File: src/design/ipe_pkg.sv
// ----------------------------------------------------------------------------
// ipe_pkg
// Shared types and constants of the invariant permutation enumerator.
// ----------------------------------------------------------------------------
`default_nettype none

package ipe_pkg;

  // field widths fixed by the interface
  localparam int unsigned POS_W      = 3;
  localparam int unsigned ORDER_W    = 24;
  localparam int unsigned LABEL_W    = 8;
  localparam int unsigned NUM_LABELS = 8;
  localparam int unsigned CNT_W      = 4;
  localparam int unsigned CFG_IDX_W  = 2;
  localparam int unsigned CFG_W      = 64;
  localparam int unsigned IN_DATA_W  = 8;

  // command queue between front and back
  localparam int unsigned QUEUE_DEPTH = 2;

  // register indexes
  localparam logic [CFG_IDX_W-1:0] CFG_ITEM_COUNT = 2'd0;
  localparam logic [CFG_IDX_W-1:0] CFG_LABEL_SET  = 2'd1;

  // reset value of the item count register
  localparam logic [CNT_W-1:0] ITEM_COUNT_RST = 4'd8;

  // kind of request after classification
  typedef enum logic {
    CMD_CONTINUE = 1'b0,
    CMD_RESTART  = 1'b1
  } cmd_kind_e;

  // one queued request with its valid flag
  typedef struct packed {
    logic      valid;
    cmd_kind_e kind;
  } cmd_beat_t;

  typedef logic [LABEL_W-1:0] label_t;

endpackage

`default_nettype wire

File: src/design/ipe_front.sv
// ----------------------------------------------------------------------------
// ipe_front
// Accepts request beats and classifies them as restart or continue.
// ----------------------------------------------------------------------------
`default_nettype none

module ipe_front
  import ipe_pkg::*;
(
  input  wire logic      clk_i,
  input  wire logic      rst_ni,
  input  wire logic      req_valid_i,
  output logic           req_ready_o,
  input  wire logic      req_restart_i,
  input  wire logic      queue_full_i,
  output cmd_beat_t      push_o
);

  logic started_q, started_d;

  // accept whenever the queue has room
  assign req_ready_o = !queue_full_i;

  // a continue before any restart is taken as a restart
  always_comb begin
    push_o.valid = req_valid_i && !queue_full_i;
    push_o.kind  = (req_restart_i || !started_q) ? CMD_RESTART : CMD_CONTINUE;
    started_d    = started_q || push_o.valid;
  end

  always_ff @(posedge clk_i or negedge rst_ni) begin
    if (!rst_ni) begin
      started_q <= 1'b0;
    end else begin
      started_q <= started_d;
    end
  end

endmodule

`default_nettype wire

File: src/design/ipe_queue.sv
// ----------------------------------------------------------------------------
// ipe_queue
// Short command queue that decouples the front from the back.
// ----------------------------------------------------------------------------
`default_nettype none

module ipe_queue
  import ipe_pkg::*;
(
  input  wire logic      clk_i,
  input  wire logic      rst_ni,
  input  wire cmd_beat_t push_i,
  output logic           full_o,
  output cmd_beat_t      head_o,
  input  wire logic      pop_i
);

  localparam int unsigned PTR_W = $clog2(QUEUE_DEPTH);
  localparam int unsigned CNT_QW = $clog2(QUEUE_DEPTH + 1);

  cmd_kind_e            mem_q [QUEUE_DEPTH];
  logic [PTR_W-1:0]     wr_ptr_q, wr_ptr_d;
  logic [PTR_W-1:0]     rd_ptr_q, rd_ptr_d;
  logic [CNT_QW-1:0]    count_q, count_d;
  logic                 do_pop;

  assign full_o       = (count_q == CNT_QW'(QUEUE_DEPTH));
  assign head_o.valid = (count_q != '0);
  assign head_o.kind  = mem_q[rd_ptr_q];
  assign do_pop       = pop_i && head_o.valid;

  // pointer and fill count update
  always_comb begin
    wr_ptr_d = wr_ptr_q;
    rd_ptr_d = rd_ptr_q;
    count_d  = count_q;
    if (push_i.valid) begin
      wr_ptr_d = (wr_ptr_q == PTR_W'(QUEUE_DEPTH - 1)) ? '0 : wr_ptr_q + PTR_W'(1);
    end
    if (do_pop) begin
      rd_ptr_d = (rd_ptr_q == PTR_W'(QUEUE_DEPTH - 1)) ? '0 : rd_ptr_q + PTR_W'(1);
    end
    if (push_i.valid && !do_pop) begin
      count_d = count_q + CNT_QW'(1);
    end else if (!push_i.valid && do_pop) begin
      count_d = count_q - CNT_QW'(1);
    end
  end

  always_ff @(posedge clk_i or negedge rst_ni) begin
    if (!rst_ni) begin
      wr_ptr_q <= '0;
      rd_ptr_q <= '0;
      count_q  <= '0;
    end else begin
      wr_ptr_q <= wr_ptr_d;
      rd_ptr_q <= rd_ptr_d;
      count_q  <= count_d;
    end
  end

  // entry storage
  always_ff @(posedge clk_i) begin
    if (push_i.valid) begin
      mem_q[wr_ptr_q] <= push_i.kind;
    end
  end

endmodule

`default_nettype wire

File: src/design/ipe_back.sv
// ----------------------------------------------------------------------------
// ipe_back
// Executes requests: one lexicographic successor step and label check per
// cycle, with a result register toward the output stream.
// ----------------------------------------------------------------------------
`default_nettype none

module ipe_back
  import ipe_pkg::*;
#(
  parameter int unsigned MAX_ITEMS  = 8,
  parameter int unsigned LABEL_BITS = 8
) (
  input  wire logic               clk_i,
  input  wire logic               rst_ni,
  input  wire cmd_beat_t          head_i,
  output logic                    pop_o,
  input  wire logic [CNT_W-1:0]   count_i,
  input  wire logic [CFG_W-1:0]   label_set_i,
  output logic                    res_valid_o,
  input  wire logic               res_ready_i,
  output logic [ORDER_W-1:0]      res_order_o,
  output logic                    res_found_o
);

  localparam int unsigned IDX_W = $clog2(MAX_ITEMS);

  localparam logic ST_IDLE = 1'b0;
  localparam logic ST_STEP = 1'b1;

  logic                 state_q, state_d;
  logic [POS_W-1:0]     ord_q [MAX_ITEMS];
  logic [POS_W-1:0]     ord_d [MAX_ITEMS];
  logic                 exhausted_q, exhausted_d;
  logic                 valid_q, valid_d;
  logic [ORDER_W-1:0]   order_q, order_d;
  logic                 found_q, found_d;

  label_t               labels [NUM_LABELS];
  logic                 k_found;
  logic [IDX_W-1:0]     k_idx;
  logic [IDX_W-1:0]     l_idx;
  logic [CNT_W-1:0]     lo;
  logic [CNT_W-1:0]     src;
  logic [POS_W-1:0]     sw   [MAX_ITEMS];
  logic [POS_W-1:0]     adv  [MAX_ITEMS];
  logic                 pass;
  logic [ORDER_W-1:0]   pack_adv;
  logic [ORDER_W-1:0]   pack_id;
  logic                 slot_free;

  // unpack the label tuple
  always_comb begin
    for (int i = 0; i < NUM_LABELS; i++) begin
      labels[i] = label_set_i[i*LABEL_W +: LABEL_W];
    end
  end

  // successor step: pivot, swap partner, tail reversal, then label check
  always_comb begin
    k_found = 1'b0;
    k_idx   = '0;
    l_idx   = '0;
    src     = '0;
    for (int j = 1; j < MAX_ITEMS; j++) begin
      if (CNT_W'(j) < count_i && ord_q[j-1] < ord_q[j]) begin
        k_found = 1'b1;
        k_idx   = IDX_W'(j - 1);
      end
    end
    for (int j = 0; j < MAX_ITEMS; j++) begin
      if (IDX_W'(j) > k_idx && CNT_W'(j) < count_i && ord_q[j] > ord_q[k_idx]) begin
        l_idx = IDX_W'(j);
      end
    end
    sw = ord_q;
    if (k_found) begin
      sw[k_idx] = ord_q[l_idx];
      sw[l_idx] = ord_q[k_idx];
    end
    // without a pivot the whole live range turns back to ascending order
    lo  = k_found ? (CNT_W'(k_idx) + CNT_W'(1)) : '0;
    adv = sw;
    for (int i = 0; i < MAX_ITEMS; i++) begin
      if (CNT_W'(i) >= lo && CNT_W'(i) < count_i) begin
        src    = lo + count_i - CNT_W'(1) - CNT_W'(i);
        adv[i] = sw[src[IDX_W-1:0]];
      end
    end
    pass = 1'b1;
    for (int i = 0; i < MAX_ITEMS; i++) begin
      if (CNT_W'(i) < count_i &&
          labels[i][LABEL_BITS-1:0] != labels[adv[i]][LABEL_BITS-1:0]) begin
        pass = 1'b0;
      end
    end
  end

  // packed views of the stepped order and of the identity
  always_comb begin
    pack_adv = '0;
    pack_id  = '0;
    for (int i = 0; i < MAX_ITEMS; i++) begin
      if (CNT_W'(i) < count_i) begin
        pack_adv[i*POS_W +: POS_W] = adv[i];
        pack_id[i*POS_W +: POS_W]  = POS_W'(i);
      end
    end
  end

  assign slot_free = !valid_q || res_ready_i;

  // request sequencing
  always_comb begin
    state_d     = state_q;
    ord_d       = ord_q;
    exhausted_d = exhausted_q;
    valid_d     = valid_q && !res_ready_i;
    order_d     = order_q;
    found_d     = found_q;
    pop_o       = 1'b0;
    case (state_q)
      ST_IDLE: begin
        if (head_i.valid && slot_free) begin
          pop_o = 1'b1;
          if (head_i.kind == CMD_RESTART) begin
            for (int i = 0; i < MAX_ITEMS; i++) begin
              ord_d[i] = POS_W'(i);
            end
            exhausted_d = 1'b0;
            valid_d     = 1'b1;
            order_d     = pack_id;
            found_d     = 1'b1;
          end else if (exhausted_q) begin
            valid_d = 1'b1;
            order_d = '0;
            found_d = 1'b0;
          end else begin
            state_d = ST_STEP;
          end
        end
      end
      ST_STEP: begin
        ord_d = adv;
        if (!k_found) begin
          exhausted_d = 1'b1;
          valid_d     = 1'b1;
          order_d     = '0;
          found_d     = 1'b0;
          state_d     = ST_IDLE;
        end else if (pass) begin
          valid_d = 1'b1;
          order_d = pack_adv;
          found_d = 1'b1;
          state_d = ST_IDLE;
        end
      end
      default: begin
        state_d = ST_IDLE;
      end
    endcase
  end

  always_ff @(posedge clk_i or negedge rst_ni) begin
    if (!rst_ni) begin
      state_q     <= ST_IDLE;
      exhausted_q <= 1'b0;
      valid_q     <= 1'b0;
      for (int i = 0; i < MAX_ITEMS; i++) begin
        ord_q[i] <= POS_W'(i);
      end
    end else begin
      state_q     <= state_d;
      exhausted_q <= exhausted_d;
      valid_q     <= valid_d;
      ord_q       <= ord_d;
    end
  end

  // result payload
  always_ff @(posedge clk_i) begin
    order_q <= order_d;
    found_q <= found_d;
  end

  assign res_valid_o = valid_q;
  assign res_order_o = order_q;
  assign res_found_o = found_q;

endmodule

`default_nettype wire

File: src/design/invariant_permutation_enumerator.sv
// Timing: a restart, or a continue once the list is exhausted, passes through the queue entry
//   and then the result register, waiting while that register holds an untaken result; a
//   continue first runs next-permutation steps (one per cycle) up to the next passing order.
// Flow: one request at a time in the stepping unit; the two-entry queue keeps
//   accepting until full while a result waits in the output register.
// Reset: asynchronous, active low; item_count 8, labels 0, identity order, not started.
// ----------------------------------------------------------------------------
// invariant_permutation_enumerator
// Streams the label-preserving permutations of the live positions in
// lexicographic order, one per request beat.
// ----------------------------------------------------------------------------
`default_nettype none

module invariant_permutation_enumerator
  import ipe_pkg::*;
#(
  parameter int unsigned MAX_ITEMS  = 8,
  parameter int unsigned LABEL_BITS = 8
) (
  input  wire logic                  clk_i,
  input  wire logic                  rst_ni,
  // request stream
  input  wire logic                  s_axis_tvalid,
  output logic                       s_axis_tready,
  input  wire logic [IN_DATA_W-1:0]  s_axis_tdata,   // [0] restart, [7:1] zero
  // result stream
  output logic                       m_axis_tvalid,
  input  wire logic                  m_axis_tready,
  output logic [ORDER_W-1:0]         m_axis_tdata,   // [23:0] order
  output logic                       m_axis_tuser,   // [0] found
  // configuration writes
  input  wire logic                  cfg_valid_i,
  output logic                       cfg_ready_o,
  input  wire logic [CFG_IDX_W-1:0]  cfg_index_i,
  input  wire logic [CFG_W-1:0]      cfg_data_i
);

  logic [CNT_W-1:0]  item_count_q;
  logic [CFG_W-1:0]  label_set_q;
  logic [CNT_W-1:0]  live_count;
  logic              queue_full;
  cmd_beat_t         push;
  cmd_beat_t         head;
  logic              pop;

  // configuration registers
  assign cfg_ready_o = 1'b1;

  always_ff @(posedge clk_i or negedge rst_ni) begin
    if (!rst_ni) begin
      item_count_q <= ITEM_COUNT_RST;
      label_set_q  <= '0;
    end else if (cfg_valid_i) begin
      case (cfg_index_i)
        CFG_ITEM_COUNT: item_count_q <= cfg_data_i[CNT_W-1:0];
        CFG_LABEL_SET:  label_set_q  <= cfg_data_i;
        default: ;
      endcase
    end
  end

  // live position count clamped to one up to MAX_ITEMS
  always_comb begin
    if (item_count_q == '0) begin
      live_count = CNT_W'(1);
    end else if (item_count_q > CNT_W'(MAX_ITEMS)) begin
      live_count = CNT_W'(MAX_ITEMS);
    end else begin
      live_count = item_count_q;
    end
  end

  ipe_front u_front (
    .clk_i         (clk_i),
    .rst_ni        (rst_ni),
    .req_valid_i   (s_axis_tvalid),
    .req_ready_o   (s_axis_tready),
    .req_restart_i (s_axis_tdata[0]),
    .queue_full_i  (queue_full),
    .push_o        (push)
  );

  ipe_queue u_queue (
    .clk_i  (clk_i),
    .rst_ni (rst_ni),
    .push_i (push),
    .full_o (queue_full),
    .head_o (head),
    .pop_i  (pop)
  );

  ipe_back #(
    .MAX_ITEMS  (MAX_ITEMS),
    .LABEL_BITS (LABEL_BITS)
  ) u_back (
    .clk_i       (clk_i),
    .rst_ni      (rst_ni),
    .head_i      (head),
    .pop_o       (pop),
    .count_i     (live_count),
    .label_set_i (label_set_q),
    .res_valid_o (m_axis_tvalid),
    .res_ready_i (m_axis_tready),
    .res_order_o (m_axis_tdata),
    .res_found_o (m_axis_tuser)
  );

endmodule

`default_nettype wire
File: config.mk
export PLATFORM = sky130hd
export DESIGN_NAME = invariant_permutation_enumerator
export DESIGN_NICKNAME = d
export VERILOG_FILES = /design/src/design/ipe_pkg.sv /design/src/design/ipe_front.sv /design/src/design/ipe_queue.sv /design/src/design/ipe_back.sv /design/src/design/invariant_permutation_enumerator.sv
export SDC_FILE = /design/constraint.sdc
export NUM_CORES = 1
export LEC_CHECK = 0
export ABC_CLOCK_PERIOD_IN_PS = 28000
export BUFFER_PORTS_ARGS = -buffer_cell sky130_fd_sc_hd__buf_2
export CAP_MARGIN = 20
export CORE_AREA = 2 2 201 203
export CTS_CLUSTER_DIAMETER = 30
export CTS_CLUSTER_SIZE = 8
export DETAILED_ROUTE_END_ITERATION = 6
export DIE_AREA = 0 0 203 205
export GPL_TIMING_DRIVEN = 0
export PLACE_DENSITY = 0.56
export SLEW_MARGIN = 20
export SYNTH_ARGS = -nofsm -noshare
export SYNTH_HDL_FRONTEND = slang
export SYNTH_SLANG_ARGS = --single-unit
File: constraint.sdc
create_clock -name clk_i -period 28 [get_ports clk_i]
set_input_delay 1.4 -clock clk_i [delete_from_list [all_inputs] [get_ports clk_i]]
set_output_delay 1.4 -clock clk_i [all_outputs]
set_load 0.03 [all_outputs]
==> impl_metrics.csv, run 1 <==
group,metric,value,unit
route,wl,81.6,mm
route,ant_nets,0,
synth,async_reset_ff_share,78.7,%
clock_network,cts_tree,"yes",
clock_network,clk_latency,470,ps
global_route,antenna_found_initial,2,
route,dr.pass1.iters,6,
placed_design,port_buffers,98,
setup_path,critPathTopFamily,"compound AO/OA/AOI/OAI gates",
final_layout,insertedDiodeCount,0,
min_path,hold_end,"u_front.started_q$_DFF_PN0_",
setup_path,ff2ff_setup_slack,15700,ps
route,post_drt_wl_per_cell,32.6,µm
setup_path,slowest_delay,920,ps
clock_network,cts.sinks,127,
synth,synthTopCellsByCount,"mux2i_1 (177), nand2_1 (138), clkbuf_1 (126), nor2_1 (119), dfrtp_1 (87)",
final_layout,nets,2084,
route,vias,17100,
global_route,grt_pass1_wl,117,mm
clock_network,cts-htree-levels,4,
route,dr.first_iter.drc_count,1909,
setup_path,cp_num_buf_inv,9,
placed_design,hpwl,63.3,mm
synth,yosysTopAreaCell,"dfrtp_1",
synth,ys_types,117,
clock_network,clk_pin_slew,60,ps
clock_network,holdBufCountCts,0,
synth,synth_top_area_share,13.9,%
sta,fin_skew,18.4,ps
route,via_per_inst,6.82,
setup_path,reg2reg_depth,36,
setup_path,r2r-end,"u_back.res_order_o[21]$_DFFE_PP_",
status,status,"finished clean",
synth,syn_nets,1964,
synth,ys_seq_area_share,21.3,%
synth,synthTopCellsByArea,"dfrtp_1 (14%), mux2i_1 (11%), mux2_2 (6.2%)",
global_route,gr-total-overflow,0,
synth,syn_inst,1849,
final_layout,area_growth,11.7,%
clock_network,cts_setup_buffers,0,
placed_design,gp_congestion,1.02,
setup_path,r2r_start,"u_back.ord_q[13]$_DFFE_PN1P_",
placed_design,placed_area,0.0169,mm²
setup_path,worstPathArrival,12460,ps
sta,rsz0062_at_grt,"no",
synth,netlist_area,0.0156,mm²
final_layout,design_area,0.0174,mm²
clock_network,cts_resized,0,
min_path,hp-start,"u_front.started_q$_DFF_PN0_",
sta,timing.final.crit_share,43.9,%
setup_path,start_kind,"flip-flop",
sta,finalSetupViolations,0,
final_layout,layout-drive-gt1-share,18.1,%
sta,final.setup.tns,0,ps
global_route,track_usage,38.9,%
synth,yosysMostFrequentCell,"mux2i_1",
sta,relSlewSlack,22.6,%
synth,synth_area_per_cell,8.45,µm²
floorplanning,die_w,203,µm
setup_path,crit_fanout,16,
setup_path,cpMostUsedCell,"a31oi_1",
clock_network,root_buffer,"clkbuf_16",
min_path,hold_path_depth,1,
run,maxCapViolations,0,
setup_path,endpoint_kind,"flip-flop",
synth,synthFlopType,"dfrtp_1",
min_path,hold_path.class,"reg2reg",
sta,fmax,81.3,MHz
sta,finalHoldViolations,0,
floorplanning,core_area,0.0394,mm²
floorplanning,initial_core_util,39.7,%
global_route,grt_max_degree,74,
global_route,grt_pass1_vias,16400,
sta,maxSlewViolCount,0,
sta,period_needed,12300,ps
setup_path,required,28160,ps
synth,synth_edf_count,27,
setup_path,slowest_stage,"nor3_1",
floorplanning,rows,73,
floorplanning,dieArea,0.0416,mm²
route,drc,0,
setup_path,criticalPathCategory,"reg2reg",
sta,worstMarginPinSlew,1140,ps
synth,yosys_warnings,0,
clock_network,cts_buffer_depth,2,
floorplanning,die_h,205,µm
synth,ys_seq_elements,127,
floorplanning,boundaryPins,107,
clock_network,cts_made_buffers,17,
[kinds of logic (layout without fill, tap and decap cells)]
| family | after synthesis | count (layout) | synth area share, % |
|---|---|---|---|
| AND/OR/NAND/NOR | 530 | 530 | 17.1 |
| buffers and inverters | 228 | 361 | 5.93 |
| multiplexers | 289 | 289 | 21.1 |
| other | 1 | 1 | 0.0240 |
| adder cells (fa/ha/maj) | 36 | 36 | 2.88 |
| XOR/XNOR | 118 | 118 | 6.62 |
| AO/OA/AOI/OAI | 520 | 520 | 25.1 |
| flip-flops | 127 | 127 | 21.3 |
[flip-flops by register name (all words and copies together), names as in the netlist, 2 cells and up]
signal	flops
u_back.res_order_o	24
label_set_q	64
u_back.ord_q	24
u_queue.count_q	2
item_count_q	4
u_queue.mem_q	2
[layout by cell type (no fill, tap or decap), types with 60 or more instances in the layout]
cell,instances
a21oi_1,77
buf_2,120
clkbuf_1,127
dfrtp_1,87
mux2_2,86
mux2i_1,177
nand2_1,138
nor2_1,119
o21ai_0,70
xor2_1,60
[worst max path at each step]
stage / endpoint / from / depth (start not counted) / slack, ps
6_report: u_back.res_order_o[21]$_DFFE_PP_ / u_back.ord_q[13]$_DFFE_PN1P_ / 36 / 15700
5_1_grt: u_back.res_order_o[13]$_SDFFCE_PP0P_ / u_back.ord_q[13]$_DFFE_PN1P_ / 35 / 15350
4_1_cts: u_back.res_order_o[23]$_DFFE_PP_ / u_back.ord_q[13]$_DFFE_PN1P_ / 36 / 16160
3_5_place_dp: u_back.res_order_o[19]$_DFFE_PP_ / u_back.ord_q[13]$_DFFE_PN1P_ / 36 / 16190
3_3_place_gp: u_back.res_order_o[14]$_DFFE_PP_ / u_back.ord_q[13]$_DFFE_PN1P_ / 35 / 14470
2_1_floorplan: u_back.res_found_o$_DFFE_PP_ / u_back.ord_q[13]$_DFFE_PN1P_ / 33 / 18850
[metal layers]
layer | global-route usage [%] | wire (µm) | vias up
met2 | 63.3 | 37400 | 1031
met4 | 26.5 | 6340 | 0
met3 | 7.27 | 6410 | 304
li1 | - | - | 7309
met5 | 0 | 0 | -
met1 | 46.7 | 31500 | 8458
[cell type report]
type	count	area (µm²)
Clock inverter	14	143
Buffer	169	704
Clock buffer	18	429
Tap cell	525	657
Sequential cell	127	3330
Fill cell	4020	21900
Timing Repair Buffer	101	563
Multi-Input combinational cell	1494	11400
Inverter	59	221
[per-stage QoR]
stage	setup WS (ps)	std cells	hold slack, ps	util (%)
finish	15700	2507	478	44.3
global route	15350	2507	499	44.3
CTS	16160	2507	479	44.3
detailed placement	16190	2475	462	42.9
global placement	14470	2472	455	42.6
floorplan	18850	1849	436	-
[worst reg2reg max path, delay by kind of cell (launching register included)]
family	cells	cell delay, ps
AOI/OAI and AO/OA	17	5500
buffers and inverters	9	2290
and+or+nand+nor	6	2530
muxes	1	540
adders and majority gates	2	430
xor gates and xnor gates	1	160
DFF	1	530
Power of run 1 is not shown: default switching activity piles up to over one toggle a cycle in this logic, so the estimate is an artifact.
==> inputs of run 2 (changes only) <==
--- a/config.mk
+++ b/config.mk
@@ -5,7 +5,7 @@
 export SDC_FILE = /design/constraint.sdc
 export NUM_CORES = 1
 export LEC_CHECK = 0
-export ABC_CLOCK_PERIOD_IN_PS = 28000
+export ABC_CLOCK_PERIOD_IN_PS = 11000
 export BUFFER_PORTS_ARGS = -buffer_cell sky130_fd_sc_hd__buf_2
 export CAP_MARGIN = 20
 export CORE_AREA = 2 2 201 203
@@ -14,7 +14,7 @@
 export DETAILED_ROUTE_END_ITERATION = 6
 export DIE_AREA = 0 0 203 205
 export GPL_TIMING_DRIVEN = 0
-export PLACE_DENSITY = 0.56
+export PLACE_DENSITY = 0.58
 export SLEW_MARGIN = 20
 export SYNTH_ARGS = -nofsm -noshare
 export SYNTH_HDL_FRONTEND = slang
==> constraint.sdc (replaced) <==
create_clock -name clk_i -period 11 [get_ports clk_i]
set_input_delay 0.55 -clock clk_i [delete_from_list [all_inputs] [get_ports clk_i]]
set_output_delay 0.55 -clock clk_i [all_outputs]
set_load 0.03 [all_outputs]
==> impl_metrics.csv, run 2 (synthesis gave the netlist of run 1 again) <==
group,metric,value,unit
status,status,"finished clean",
global_route,grt_pass1_wl,113,mm
floorplanning,die_w,203,µm
sta,finalHoldViolations,0,
route,via_per_inst,6.84,
min_path,hold_path.class,"in2reg",
setup_path,worstPathArrival,10930,ps
route,ant_nets,0,
global_route,use_met2,59.6,%
setup_path,slowest_stage,"a311oi_4",
final_layout,largest_register_ffs,64,
route,dr.first_iter.drc_count,2217,
run,maxCapViolations,0,
setup_path,crit_fanout,13,
final_layout,top_register,"label_set_q",
global_route,busiest_layer,"met2",
setup_path,cpMostUsedCell,"buf_2",
clock_network,clk_pin_slew,60,ps
final_layout,final_common_cell,"mux2i_1",
sta,relSlewSlack,19.3,%
setup_path,criticalPathCategory,"reg2reg",
sta,maxSlewViolCount,0,
sta,fmax,92.9,MHz
sta,period_needed,10770,ps
final_layout,mostFrequentLayoutCells,"mux2i_1 (177), nand2_1 (138), buf_2 (122), nor2_1 (118), clkbuf_1 (117)",
clock_network,cts-htree-levels,4,
clock_network,clk_latency,460,ps
global_route,grt_pass1_vias,16400,
global_route,antenna_found_initial,1,
placed_design,port_buffers,98,
setup_path,slowest_delay,600,ps
clock_network,root_buffer,"clkbuf_16",
clock_network,cts_made_buffers,17,
global_route,gr-total-overflow,0,
final_layout,fin_cells,2512,
setup_path,endpoint_kind,"flip-flop",
sta,fin_skew,8.08,ps
route,post_drt_wl_per_cell,31.3,µm
sta,timing.final.crit_share,97.9,%
final_layout,area_growth,13.5,%
global_route,grtUsageMet1,45.9,%
floorplanning,rows,73,
clock_network,cts.sinks,127,
floorplanning,boundaryPins,107,
placed_design,gp_congestion,1.06,
clock_network,cts_buffer_depth,2,
setup_path,start_kind,"flip-flop",
route,wl,78.6,mm
setup_path,cp-startpoint,"u_back.ord_q[13]$_DFFE_PN1P_",
min_path,hp-start,"cfg_data_i[7]",
route,drc,0,
sta,worstMarginPinSlew,1200,ps
placed_design,dp_cells,2474,
final_layout,nets,2089,
clock_network,cts_tree,"yes",
final_layout,layout-drive-gt1-share,19.6,%
setup_path,r2r_start,"u_back.ord_q[13]$_DFFE_PN1P_",
final_layout,insertedDiodeCount,0,
floorplanning,dieArea,0.0416,mm²
sta,finalSetupViolations,0,
floorplanning,core_area,0.0394,mm²
global_route,grt_max_degree,78,
floorplanning,initial_core_util,39.7,%
route,dr.pass1.iters,5,
placed_design,hpwl,59.9,mm
floorplanning,die_h,205,µm
setup_path,required,11160,ps
global_route,met3_usage,5.68,%
final_layout,nFillCells,3972,
global_route,track_usage,37.1,%
route,vias,17200,
==> run 2: cell types whose count changed in the layout (fill, tap and decap cells not counted), moves of 3 or more <==
cell and change:
buf_1 -4, buf_4 +3, clkbuf_1 -10, clkbuf_2 +12, clkinv_2 -4
==> run 2: final timing paths <==
path / cells past startpoint / endpoint / slack, ps
max: 36 / u_back.res_order_o[5]$_SDFFCE_PP0P_ / 230
max in group asynchronous: 3 / u_back.ord_q[1]$_DFFE_PN1P_ / 9760
min reg2reg: 1 / u_front.started_q$_DFF_PN0_ / 470
min: 2 / label_set_q[7]$_DFFE_PN0P_ / 320
min in group asynchronous: 2 / label_set_q[59]$_DFFE_PN0P_ / 510
max reg2reg: 36 / u_back.res_order_o[5]$_SDFFCE_PP0P_ / 230
==> run 2: what timing repair did <==
item,in CTS,in global routing
pin swaps,2,1
hold endpoints to repair,23,0
buffers inserted,2,2
hold buffers,1,0
gates cloned,0,1
setup endpoints to repair,27,27
resized for setup,12,36
==> run 2: critical path, delay by kind of cell (launching register included) <==
kind            cells  cell delay [ps]
xor+xnor            1              250
buf+inv             9             2160
simple gates        7             1750
mux                 1              330
flops               1              530
compound gates     16             4750
fa+ha+maj           2              680
==> run 2: routing by layer <==
layer  share of wire (%)  wire length, µm
met3                 8.7             6850
met1                  38            30000
met5                   0                0
met2                  45            35600
met4                 7.8             6160
==> run 2: layout make-up <==
type	count	area, µm²	area share (%)
Buffer	169	722	4.07
Tap cell	525	657	3.70
Clock buffer	19	443	2.50
Timing Repair Buffer	105	588	3.32
Multi-Input combinational cell	1495	11600	65.3
Inverter	59	225	1.27
Sequential cell	127	3330	18.8
Clock inverter	13	186	1.05
==> run 2: through the flow <==
step / cell area (µm²) / setup slack [ps] / TNS (ps) / utilization [%] / hold WS (ps)
floorplan: 15600 / 1850 / 0 / - / 254
global placement: 16800 / -2350 / -60890 / 42.6 / 456
detailed placement: 16800 / -820 / -20530 / 42.8 / 427
CTS: 17500 / 26.5 / 0 / 44.6 / 311
global route: 17700 / -23.8 / -238 / 45.0 / 323
finish: 17700 / 232 / 0 / 45.0 / 323
Power of run 2 is left out for the same reason.
